===== src/hw/rtl/ert_pkg.sv =====
`default_nettype none
package ert_pkg;

  localparam int TABLE_DEPTH_DEF = 20;
  localparam int KEY_BITS_DEF    = 8;
  localparam int TIME_W          = 32;
  localparam int CMD_W           = 2;
  localparam int IN_KEY_W        = 8;
  localparam int OUT_CNT_W       = 7;

  localparam logic [TIME_W-1:0] TIMEOUT_RST = 32'd30000;

  typedef enum logic [CMD_W-1:0] {
    CMD_SWEEP = 2'd0,
    CMD_ADD   = 2'd1,
    CMD_COUNT = 2'd2,
    CMD_NOP   = 2'd3
  } cmd_t;

  typedef enum logic [1:0] {
    ST_IDLE = 2'd0,
    ST_SCAN = 2'd1,
    ST_DONE = 2'd2
  } state_t;

endpackage
`default_nettype wire


===== src/hw/rtl/ert_ram.sv =====
`default_nettype none
module ert_ram #(
  parameter int WIDTH = 40,
  parameter int DEPTH = 20
) (
  input  wire logic                                   clk,
  input  wire logic                                   we,
  input  wire logic [(DEPTH > 1 ? $clog2(DEPTH) : 1)-1:0] waddr,
  input  wire logic [WIDTH-1:0]                       wdata,
  input  wire logic [(DEPTH > 1 ? $clog2(DEPTH) : 1)-1:0] raddr,
  output logic      [WIDTH-1:0]                       rdata
);

  logic [WIDTH-1:0] mem [DEPTH];

  always_ff @(posedge clk) begin
    if (we) begin
      mem[waddr] <= wdata;
    end
    rdata <= mem[raddr];
  end

endmodule
`default_nettype wire


===== src/hw/rtl/expiring_reservation_table_unit.sv =====
// Expiring reservation table. Each input item carries a command, a section
// key and the current time. A sweep removes every entry whose expiry is
// strictly below the given time and compacts the survivors in order; an add
// appends the key with expiry now plus the configured timeout when the table
// has room; a count reports how many entries hold the key. Every item yields
// exactly one result item with the match count, the add flag and the
// occupancy after the operation.
// Both channels use valid and ready. The configuration port writes the
// timeout at any edge with cfg_wr_en high; the user must see that it is
// written only while idle; the block itself does not enforce this.
// Add and no-op items go from idle to the done state, which loads the
// output register once it is free. Sweep and count read the table through
// one memory port, one entry per cycle, in the scan state before done.
// The block returns to idle once the result has moved into the output
// register, so it takes no new item before it is through with the last.
// A stalled receiver holds the result in the output register and the block
// stops before loading the next result. Reset empties the table and sets the
// timeout to 30000; table contents are not cleared.
`default_nettype none
module expiring_reservation_table_unit #(
  parameter int TABLE_DEPTH = ert_pkg::TABLE_DEPTH_DEF,
  parameter int KEY_BITS    = ert_pkg::KEY_BITS_DEF
) (
  input  wire logic                           clk,
  input  wire logic                           rst_n,
  input  wire logic                           in_valid,
  output logic                                in_ready,
  input  wire logic [ert_pkg::CMD_W-1:0]      in_cmd,
  input  wire logic [ert_pkg::IN_KEY_W-1:0]   in_section_key,
  input  wire logic [ert_pkg::TIME_W-1:0]     in_now_time,
  output logic                                out_valid,
  input  wire logic                           out_ready,
  output logic      [ert_pkg::OUT_CNT_W-1:0]  out_match_count,
  output logic                                out_add_accepted,
  output logic      [ert_pkg::OUT_CNT_W-1:0]  out_occupancy,
  input  wire logic                           cfg_wr_en,
  input  wire logic [ert_pkg::TIME_W-1:0]     cfg_wr_data
);

  localparam int AW   = (TABLE_DEPTH > 1) ? $clog2(TABLE_DEPTH) : 1;
  localparam int CW   = $clog2(TABLE_DEPTH + 1);
  localparam int EW   = KEY_BITS + ert_pkg::TIME_W;
  localparam logic [CW-1:0] DEPTH_C = CW'(TABLE_DEPTH);

  ert_pkg::state_t state_r, state_nxt;
  ert_pkg::cmd_t   cmd_r, cmd_nxt;
  logic [KEY_BITS-1:0]       key_r, key_nxt;
  logic [ert_pkg::TIME_W-1:0] now_r, now_nxt;
  logic [ert_pkg::TIME_W-1:0] timeout_r, timeout_nxt;
  logic [CW-1:0] count_r, count_nxt;
  logic [CW-1:0] rd_ptr_r, rd_ptr_nxt;
  logic [CW-1:0] wr_ptr_r, wr_ptr_nxt;
  logic          pend_r, pend_nxt;
  logic          add_ok_r, add_ok_nxt;
  logic          out_valid_r, out_valid_nxt;
  logic [ert_pkg::OUT_CNT_W-1:0] out_match_r, out_match_nxt;
  logic                          out_add_r, out_add_nxt;
  logic [ert_pkg::OUT_CNT_W-1:0] out_occ_r, out_occ_nxt;

  logic          ram_we;
  logic [AW-1:0] ram_waddr;
  logic [EW-1:0] ram_wdata;
  logic [AW-1:0] ram_raddr;
  logic [EW-1:0] ram_rdata;

  logic [KEY_BITS-1:0]        rd_key;
  logic [ert_pkg::TIME_W-1:0] rd_exp;
  logic                       keep;
  logic                       in_acc;
  logic                       scan_more;
  logic                       scan_end;
  logic                       out_free;

  ert_ram #(
    .WIDTH(EW),
    .DEPTH(TABLE_DEPTH)
  ) u_ram (
    .clk  (clk),
    .we   (ram_we),
    .waddr(ram_waddr),
    .wdata(ram_wdata),
    .raddr(ram_raddr),
    .rdata(ram_rdata)
  );

  assign rd_key    = ram_rdata[EW-1:ert_pkg::TIME_W];
  assign rd_exp    = ram_rdata[ert_pkg::TIME_W-1:0];
  assign in_ready  = (state_r == ert_pkg::ST_IDLE);
  assign in_acc    = in_valid && in_ready;
  assign scan_more = (rd_ptr_r < count_r);
  assign scan_end  = !scan_more && !pend_r;
  assign out_free  = !out_valid_r || out_ready;

  // The one compare unit: key match for count, not-expired for sweep.
  always_comb begin
    if (cmd_r == ert_pkg::CMD_SWEEP) begin
      keep = !(now_r > rd_exp);
    end else begin
      keep = (rd_key == key_r);
    end
  end

  always_comb begin
    state_nxt = state_r;
    unique case (state_r)
      ert_pkg::ST_IDLE: begin
        if (in_acc) begin
          if (in_cmd == ert_pkg::CMD_SWEEP || in_cmd == ert_pkg::CMD_COUNT) begin
            state_nxt = ert_pkg::ST_SCAN;
          end else begin
            state_nxt = ert_pkg::ST_DONE;
          end
        end
      end
      ert_pkg::ST_SCAN: begin
        if (scan_end) begin
          state_nxt = ert_pkg::ST_DONE;
        end
      end
      ert_pkg::ST_DONE: begin
        if (out_free) begin
          state_nxt = ert_pkg::ST_IDLE;
        end
      end
      default: state_nxt = ert_pkg::ST_IDLE;
    endcase
  end

  always_comb begin
    cmd_nxt       = cmd_r;
    key_nxt       = key_r;
    now_nxt       = now_r;
    timeout_nxt   = cfg_wr_en ? cfg_wr_data : timeout_r;
    count_nxt     = count_r;
    rd_ptr_nxt    = rd_ptr_r;
    wr_ptr_nxt    = wr_ptr_r;
    pend_nxt      = 1'b0;
    add_ok_nxt    = add_ok_r;
    out_valid_nxt = out_valid_r && !out_ready;
    out_match_nxt = out_match_r;
    out_add_nxt   = out_add_r;
    out_occ_nxt   = out_occ_r;
    ram_we        = 1'b0;
    ram_waddr     = count_r[AW-1:0];
    ram_wdata     = {KEY_BITS'(in_section_key), in_now_time + timeout_r};
    ram_raddr     = rd_ptr_r[AW-1:0];
    unique case (state_r)
      ert_pkg::ST_IDLE: begin
        if (in_acc) begin
          cmd_nxt    = ert_pkg::cmd_t'(in_cmd);
          key_nxt    = KEY_BITS'(in_section_key);
          now_nxt    = in_now_time;
          rd_ptr_nxt = '0;
          wr_ptr_nxt = '0;
          add_ok_nxt = 1'b0;
          if (in_cmd == ert_pkg::CMD_ADD && count_r < DEPTH_C) begin
            ram_we     = 1'b1;
            count_nxt  = count_r + 1'b1;
            add_ok_nxt = 1'b1;
          end
        end
      end
      ert_pkg::ST_SCAN: begin
        if (scan_more) begin
          rd_ptr_nxt = rd_ptr_r + 1'b1;
          pend_nxt   = 1'b1;
        end
        if (pend_r && keep) begin
          wr_ptr_nxt = wr_ptr_r + 1'b1;
          if (cmd_r == ert_pkg::CMD_SWEEP) begin
            ram_we    = 1'b1;
            ram_waddr = wr_ptr_r[AW-1:0];
            ram_wdata = ram_rdata;
          end
        end
        if (scan_end && cmd_r == ert_pkg::CMD_SWEEP) begin
          count_nxt = wr_ptr_r;
        end
      end
      ert_pkg::ST_DONE: begin
        if (out_free) begin
          out_valid_nxt = 1'b1;
          out_match_nxt = (cmd_r == ert_pkg::CMD_COUNT) ?
                          ert_pkg::OUT_CNT_W'(wr_ptr_r) : '0;
          out_add_nxt   = add_ok_r;
          out_occ_nxt   = ert_pkg::OUT_CNT_W'(count_r);
        end
      end
      default: ;
    endcase
  end

  always_ff @(posedge clk) begin
    if (!rst_n) begin
      state_r     <= ert_pkg::ST_IDLE;
      count_r     <= '0;
      timeout_r   <= ert_pkg::TIMEOUT_RST;
      pend_r      <= 1'b0;
      out_valid_r <= 1'b0;
    end else begin
      state_r     <= state_nxt;
      count_r     <= count_nxt;
      timeout_r   <= timeout_nxt;
      pend_r      <= pend_nxt;
      out_valid_r <= out_valid_nxt;
    end
    cmd_r       <= cmd_nxt;
    key_r       <= key_nxt;
    now_r       <= now_nxt;
    rd_ptr_r    <= rd_ptr_nxt;
    wr_ptr_r    <= wr_ptr_nxt;
    add_ok_r    <= add_ok_nxt;
    out_match_r <= out_match_nxt;
    out_add_r   <= out_add_nxt;
    out_occ_r   <= out_occ_nxt;
  end

  assign out_valid        = out_valid_r;
  assign out_match_count  = out_match_r;
  assign out_add_accepted = out_add_r;
  assign out_occupancy    = out_occ_r;

  a_count_bound: assert property (@(posedge clk) disable iff (!rst_n)
    count_r <= DEPTH_C)
    else $error("table occupancy exceeds depth");

  a_compact_order: assert property (@(posedge clk) disable iff (!rst_n)
    (state_r == ert_pkg::ST_SCAN) |-> (wr_ptr_r <= rd_ptr_r))
    else $error("compaction write pointer passed read pointer");

  a_busy_after_accept: assert property (@(posedge clk) disable iff (!rst_n)
    in_valid && in_ready |=> !in_ready)
    else $error("accepted an item while busy");

  a_add_occupancy: assert property (@(posedge clk) disable iff (!rst_n)
    out_valid_r && out_add_r |-> (out_occ_r != '0))
    else $error("accepted add reports empty table");

endmodule
`default_nettype wire


===== config.mk =====
export PLATFORM = sky130hd
export DESIGN_NAME = expiring_reservation_table_unit
export DESIGN_NICKNAME = d
export VERILOG_FILES = /design/src/hw/rtl/ert_pkg.sv /design/src/hw/rtl/ert_ram.sv /design/src/hw/rtl/expiring_reservation_table_unit.sv
export SDC_FILE = /design/constraint.sdc
export NUM_CORES = 1
export LEC_CHECK = 0
export ABC_AREA = 1
export BUFFER_PORTS_ARGS = -buffer_cell sky130_fd_sc_hd__buf_2
export CAP_MARGIN = 25
export CORE_ASPECT_RATIO = 0.8
export CORE_MARGIN = 2
export CORE_UTILIZATION = 40
export CTS_BUF_LIST = sky130_fd_sc_hd__clkbuf_8
export DETAILED_ROUTE_END_ITERATION = 10
export PLACE_DENSITY = 0.58
export SYNTH_ARGS = -nofsm -noshare
export SYNTH_HDL_FRONTEND = slang
export SYNTH_SLANG_ARGS = --single-unit
export TNS_END_PERCENT = 30

===== constraint.sdc =====
create_clock -name clk -period 5.7 [get_ports clk]
set_clock_uncertainty 0.15 [all_clocks]
set_input_delay 1.14 -clock clk [delete_from_list [all_inputs] [get_ports clk]]
set_output_delay 1.14 -clock clk [all_outputs]
set_load 0.01 [all_outputs]

# ---- Word level (Yosys, flattened, before mapping)
# Memories as Yosys holds them, arrays and structs flattened. A register that Yosys moved wholly into a read port is not among the register bits.
# Index checks and enable logic that the tools add are counted.
dict set report op_classes {
  n_addsub 4
  multipliers 0
  div_mod_pow 0
  n_lt_le_gt_ge 3
  n_eq_ne 13
  shift 0
  muxes 31
  bitwise 0
  reduce_logical 24
}
# op count
set ops {}
lappend ops {{2-to-1 mux 40 bit} 3}
lappend ops {{2-to-1 mux 5 bit} 9}
lappend ops {{adder 32 bit} 1}
lappend ops {{> comparator 32 bit} 1}
lappend ops {{one-hot mux 5 bit (2 select lines)} 3}
lappend ops {{adder 5 x 1 -> 5 bit, second input constant} 3}
lappend ops {{2-to-1 mux 1 bit} 10}
lappend ops {{inequality test 2 bit, second input constant} 5}
lappend ops {{AND reduction 3 bit} 3}
lappend ops {{equality test 8 bit} 1}
lappend ops {{2-to-1 mux 2 bit} 4}
lappend ops {{equality test 2 bit, second input constant} 3}
lappend ops {{logical AND 1 bit} 6}
lappend ops {{logical NOT 2 bit} 3}
lappend ops {{one-hot mux 2 bit (3 select lines)} 1}
lappend ops {{AND reduction 2 bit} 3}
lappend ops {{logical NOT 1 bit} 5}
lappend ops {{< comparator 5 bit} 1}
lappend ops {{< comparator 5 bit, second input constant} 1}
lappend ops {{equality test 2 x 1 -> 1 bit, second input constant} 2}
lappend ops {{inequality test 2 x 1 -> 1 bit, second input constant} 2}
lappend ops {{AND reduction 4 bit} 1}
lappend ops {{logical OR 1 bit} 2}
lappend ops {{one-hot mux 1 bit (2 select lines)} 1}
lappend ops {{nonzero test 2 bit} 1}
dict set report totals {
  register_bits 107
  latchBits 0
  ram_bits 800
  rom_bits 0
  in_bits 79
  output_inout_bits 17
  wordCells 91
  mem_count 1
}
# memory words width read_ports rd_clocked_by_memory_dff wr line
set memory_table {}
lappend memory_table {u_ram.mem 20 40 1 1 1 ert_ram.sv:14} ;# logic [WIDTH-1:0] mem [DEPTH];

# ---- Longest topological paths before layout
dict set report logic_depth {
  ltp_word 8
  mapped_depth 21
  mapped_depth_nobuf 20
}

# ---- By module
# A second synthesis with hierarchy kept.
dict set report unflattened {
  cells_unflattened 3668
  area_unflattened_um2 40423.8
}
# module n_inst cells_each area_per_inst_um2
set modules_own_cells {}
lappend modules_own_cells {ert_ram 1 2686 32891.5}
lappend modules_own_cells {expiring_reservation_table_unit 1 982 7532.2}

# ---- Worst setup path after synthesis
# Ideal clock, no wire load.
dict set report synth_path {
  kind {input port to flip-flop}
  startpoint {input port in_cmd[1] (netlist name)}
  endpoint {memory u_ram.mem[0][0] (enable)}
  arrival_time_ns 3.620
  path_slack_ns 1.493
  cell_stages 5
  path_cell_list {nor3b_1 nand3_1 o22ai_2 nand3_2 nor2_1}
}
dict set report synth_between {
  elab_chain_cells 7
}
# element line
set synth_rtl {}
lappend synth_rtl {{start: declaration} expiring_reservation_table_unit.sv:28} ;# input wire logic [ert_pkg::CMD_W-1:0] in_cmd,
lappend synth_rtl {{equality test 2 x 1 -> 1 bit} expiring_reservation_table_unit.sv:156} ;# if (in_cmd == ert_pkg::CMD_ADD && count_r < DEPTH_C) begin
lappend synth_rtl {{logical AND 1 bit} expiring_reservation_table_unit.sv:156}
lappend synth_rtl {{2-to-1 mux 1 bit} expiring_reservation_table_unit.sv:156}
lappend synth_rtl {{2-to-1 mux 1 bit} expiring_reservation_table_unit.sv:149} ;# if (in_acc) begin
lappend synth_rtl {{one-hot mux 1 bit (2 select lines)} expiring_reservation_table_unit.sv:147} ;# unique case (state_r)
lappend synth_rtl {{2-to-1 mux 1 bit} ert_ram.sv:17} ;# if (we) begin
lappend synth_rtl {{2-to-1 mux 1 bit (implied by the code)} ert_ram.sv:18} ;# mem[waddr] <= wdata;
lappend synth_rtl {{end: declaration} ert_ram.sv:14}
# No other way between the ends.

# ---- Final worst setup path
dict set report layout_path {
  startpoint {register now_r[21] (netlist name)}
  endpoint {memory u_ram.mem[13][22] (enable)}
}
dict set report layout_between {
  elab_chain_cells 8
  word_cells_on_any_way 10
  classes_between {order compare: 1; mux: 7; reduce/logical: 2}
}
# element line
set layout_rtl {}
lappend layout_rtl {{start: declaration} expiring_reservation_table_unit.sv:48} ;# logic [ert_pkg::TIME_W-1:0] now_r, now_nxt;
lappend layout_rtl {{start signal: assignment} expiring_reservation_table_unit.sv:209} ;# now_r <= now_nxt;
lappend layout_rtl {{> comparator 32 bit *} expiring_reservation_table_unit.sv:97} ;# keep = !(now_r > rd_exp);
lappend layout_rtl {{logical NOT 1 bit *} expiring_reservation_table_unit.sv:97}
lappend layout_rtl {{2-to-1 mux 1 bit *} expiring_reservation_table_unit.sv:96} ;# if (cmd_r == ert_pkg::CMD_SWEEP) begin
lappend layout_rtl {{logical AND 1 bit *} expiring_reservation_table_unit.sv:168} ;# if (pend_r && keep) begin
lappend layout_rtl {{2-to-1 mux 1 bit} expiring_reservation_table_unit.sv:168}
lappend layout_rtl {{one-hot mux 1 bit (2 select lines)} expiring_reservation_table_unit.sv:147}
lappend layout_rtl {{2-to-1 mux 1 bit} ert_ram.sv:17}
lappend layout_rtl {{2-to-1 mux 1 bit (implied by the code)} ert_ram.sv:18}
# Every way passes the cells marked *; elsewhere a longest branch is shown, timed or not.

==> results.json <==
{
  "outcome": "finished clean",
  "diodes": 0,
  "track_usage_pct": 20.9,
  "syn_to_final_growth_pct": 12.6,
  "gr-usage-met2_pct": 31.7,
  "drc": 0,
  "path_class": "reg2reg",
  "busiest_layer": "met2",
  "synth_edf_count": 864,
  "synthFlopType": "edfxtp_1",
  "syn_avg_cell_area_um2": 12.6,
  "worst_pin_slew_ns": 0.935,
  "ys_ff_latch": 945,
  "rr_endpoint": "u_ram.mem[13][22]$_DFFE_PP_",
  "nFillCells": 8762,
  "fin_setup_tns_ns": 0,
  "post-cts-setup-buffer-count": 0,
  "cellPowerDensity_nw_per_um2": 359,
  "hp-class": "reg2reg",
  "r2r_start": "now_r[21]$_DFFE_PP_",
  "wl_per_cell_um": 22.9,
  "grt_max_degree": 185,
  "grt_setup_unrepaired": "false",
  "place_area_um2": 40900,
  "worst_ep_required_time_ns": 6.02,
  "finalSetupViolCount": 0,
  "wl_um": 106000,
  "cts.clk_slew.worst_paths_ns": 0.07,
  "critPathCaptureType": "register",
  "dieArea_um2": 99400,
  "slew_headroom_pct": 37.4,
  "grt_first_pass_wirelength_um": 155000,
  "cts_tree": "yes",
  "hold_ws_ns": 0.282,
  "yosys.area.top_type": "edfxtp_1",
  "dp_hpwl_um": 59000,
  "ys_async_sr_fraction_pct": 0,
  "ant_nets": 0,
  "first_iter_violations": 2955,
  "hold_viol": 0,
  "rows": 102,
  "vias_per_cell": 5.52,
  "rr_worst_depth": 15,
  "yosysWarnings": 0,
  "cts.repair.resized": 0,
  "fp.dieH_um": 282,
  "die_x_um": 352,
  "ir_drop_mv": 0.236,
  "clk_latency_ns": 0.81,
  "antenna_found_initial": 1,
  "cts_root_buffer": "clkbuf_8",
  "drive_gt1_share_pct": 12.7,
  "period_share_pct": 75.5,
  "grt_pass1_vias": 23754,
  "netlist_top_cells_area": "edfxtp_1, o21ai_0, nor2_1, dfxtp_1, nand2_1",
  "finalNetCount": 3368,
  "yosysMostFrequentCell": "edfxtp_1",
  "cts_max_level": 4,
  "fin_area_um2": 43600,
  "min_period_ns": 4.30,
  "fmax_mhz": 232,
  "crit_path_start_kind": "register",
  "globalRouteOverflowTotal": 0,
  "rrSetupSlack_ns": 1.40,
  "yosysSeqAreaShare_pct": 71.1,
  "syn_inst": 3082,
  "slew_violations": 0,
  "synth_top_area_share_pct": 66.9,
  "crit_start": "now_r[21]$_DFFE_PP_",
  "ys_types": 53,
  "numCtsBuffers": 140,
  "core_um2": 96400,
  "synth_common_cells": "edfxtp_1, nor2_1, o21ai_0, nand2_1, a21oi_1",
  "syn-cell-area_um2": 38800,
  "start_util_pct": 40.2,
  "ios": 96,
  "gp_congestion": 0.903,
  "arrival_ns": 4.62,
  "dr_total_vias": 25549,
  "finalPower_mw": 15.7,
  "worstSetupEndpoint": "u_ram.mem[13][22]$_DFFE_PP_",
  "port_buffers": 91,
  "leakagePower_nw": 15.0,
  "cts_sinks": 945,
  "instances_no_fill": 4626,
  "cts_buffer_depth": 3,
  "cts_hold_buf": 0,
  "placed_cells": 4371,
  "use_met3_pct": 3.55,
  "path_max_fanout": 28,
  "maxCapViolCount": 0,
  "drtPass1Iterations": 5,
  "grtUsageMet1_pct": 30.8
}
cell usage in the layout, fill, tap and decap left out, types with 32 or more instances in the layout:
cell      instances
nand2_1         257
o221ai_1         59
a21oi_1         127
dfxtp_1          81
a221oi_1         32
edfxtp_1        864
o22ai_1         111
inv_1           146
buf_2            91
nor2_1          491
ha_1             70
nand3_1          46
clkbuf_8        155
buf_4            75
o21ai_0         405
logic make-up after synthesis:
| family | Yosys count | share of synthesized area (%) |
|---|---|---|
| AOI/OAI and AO/OA | 859 | 13.4 |
| xor gates and xnor gates | 32 | 0.723 |
| adders and majority gates | 71 | 2.31 |
| buffers and inverters | 297 | 3.18 |
| DFF | 945 | 71.1 |
| muxes | 11 | 0.310 |
| other | 1 | 0.00967 |
| and+or+nand+nor | 866 | 8.97 |
power breakdown:
part / switching, mW / total (mW) / internal (mW)
Combinational: 1.65 / 2.32 / 0.669
Sequential: 0.0898 / 8.10 / 8.01
Clock: 2.64 / 5.24 / 2.60
routing by layer:
layer | vias to the layer above | part of all wire (%)
met1 | 12764 | 47
met2 | 877 | 44
met4 | 0 | 2.5
met3 | 173 | 6.6
met5 | - | 0
li1 | 11735 | -
state kept, by name, summed over array words and instances (netlist names):
name and flops:
out_occupancy 5, out_match_count 5, count_r 5, pend_r 1
out_valid 1, state_r 2, key_r 8, u_ram.mem 800
timeout_r 32, u_ram.rdata 40, out_add_accepted 1, cmd_r 2
now_r 32, wr_ptr_r 5, ram_raddr 5, add_ok_r 1
per-stage QoR:
step	utilization [%]	setup WS [ns]
floorplan	-	1.49
global placement	42.5	1.12
detailed placement	42.5	1.11
CTS	45.2	1.27
global route	45.3	1.14
finish	45.3	1.40
worst max-delay path, cell delays in order (launching register included):
cell	delay (ns)
edfxtp_1	0.40
ha_1	0.32
a21oi_1	0.14
nor2_1	0.05
nor2_1	0.10
nand3_1	0.14
a21oi_1	0.26
nand2_1	0.10
nand2_2	0.13
nand3_4	0.22
nor2_4	0.38
nand2_1	0.09
nand2_1	0.13
nand3_2	0.27
nor2_4	0.64
buf_12	0.35
how the worst min path moves through the flow:
stage	cells after the start	start	end	slack, ns
2_1_floorplan	0	add_ok_r$_DFFE_PP_	out_add_accepted$_DFFE_PP_	0.25
3_3_place_gp	0	add_ok_r$_DFFE_PP_	out_add_accepted$_DFFE_PP_	0.26
3_5_place_dp	0	add_ok_r$_DFFE_PP_	out_add_accepted$_DFFE_PP_	0.27
4_1_cts	0	add_ok_r$_DFFE_PP_	out_add_accepted$_DFFE_PP_	0.29
5_1_grt	0	add_ok_r$_DFFE_PP_	out_add_accepted$_DFFE_PP_	0.29
6_report	0	add_ok_r$_DFFE_PP_	out_add_accepted$_DFFE_PP_	0.28
final cells by class:
cell class | instances | area [um^2] | share of cell area (%)
Inverter | 110 | 428 | 0.981
Clock inverter | 95 | 487 | 1.12
Clock buffer | 155 | 2130 | 4.89
Tap cell | 1300 | 1630 | 3.73
Multi-Input combinational cell | 1843 | 10100 | 23.2
Sequential cell | 945 | 27600 | 63.2
Timing Repair Buffer | 178 | 1260 | 2.89
(Power assumes the default switching activity.)
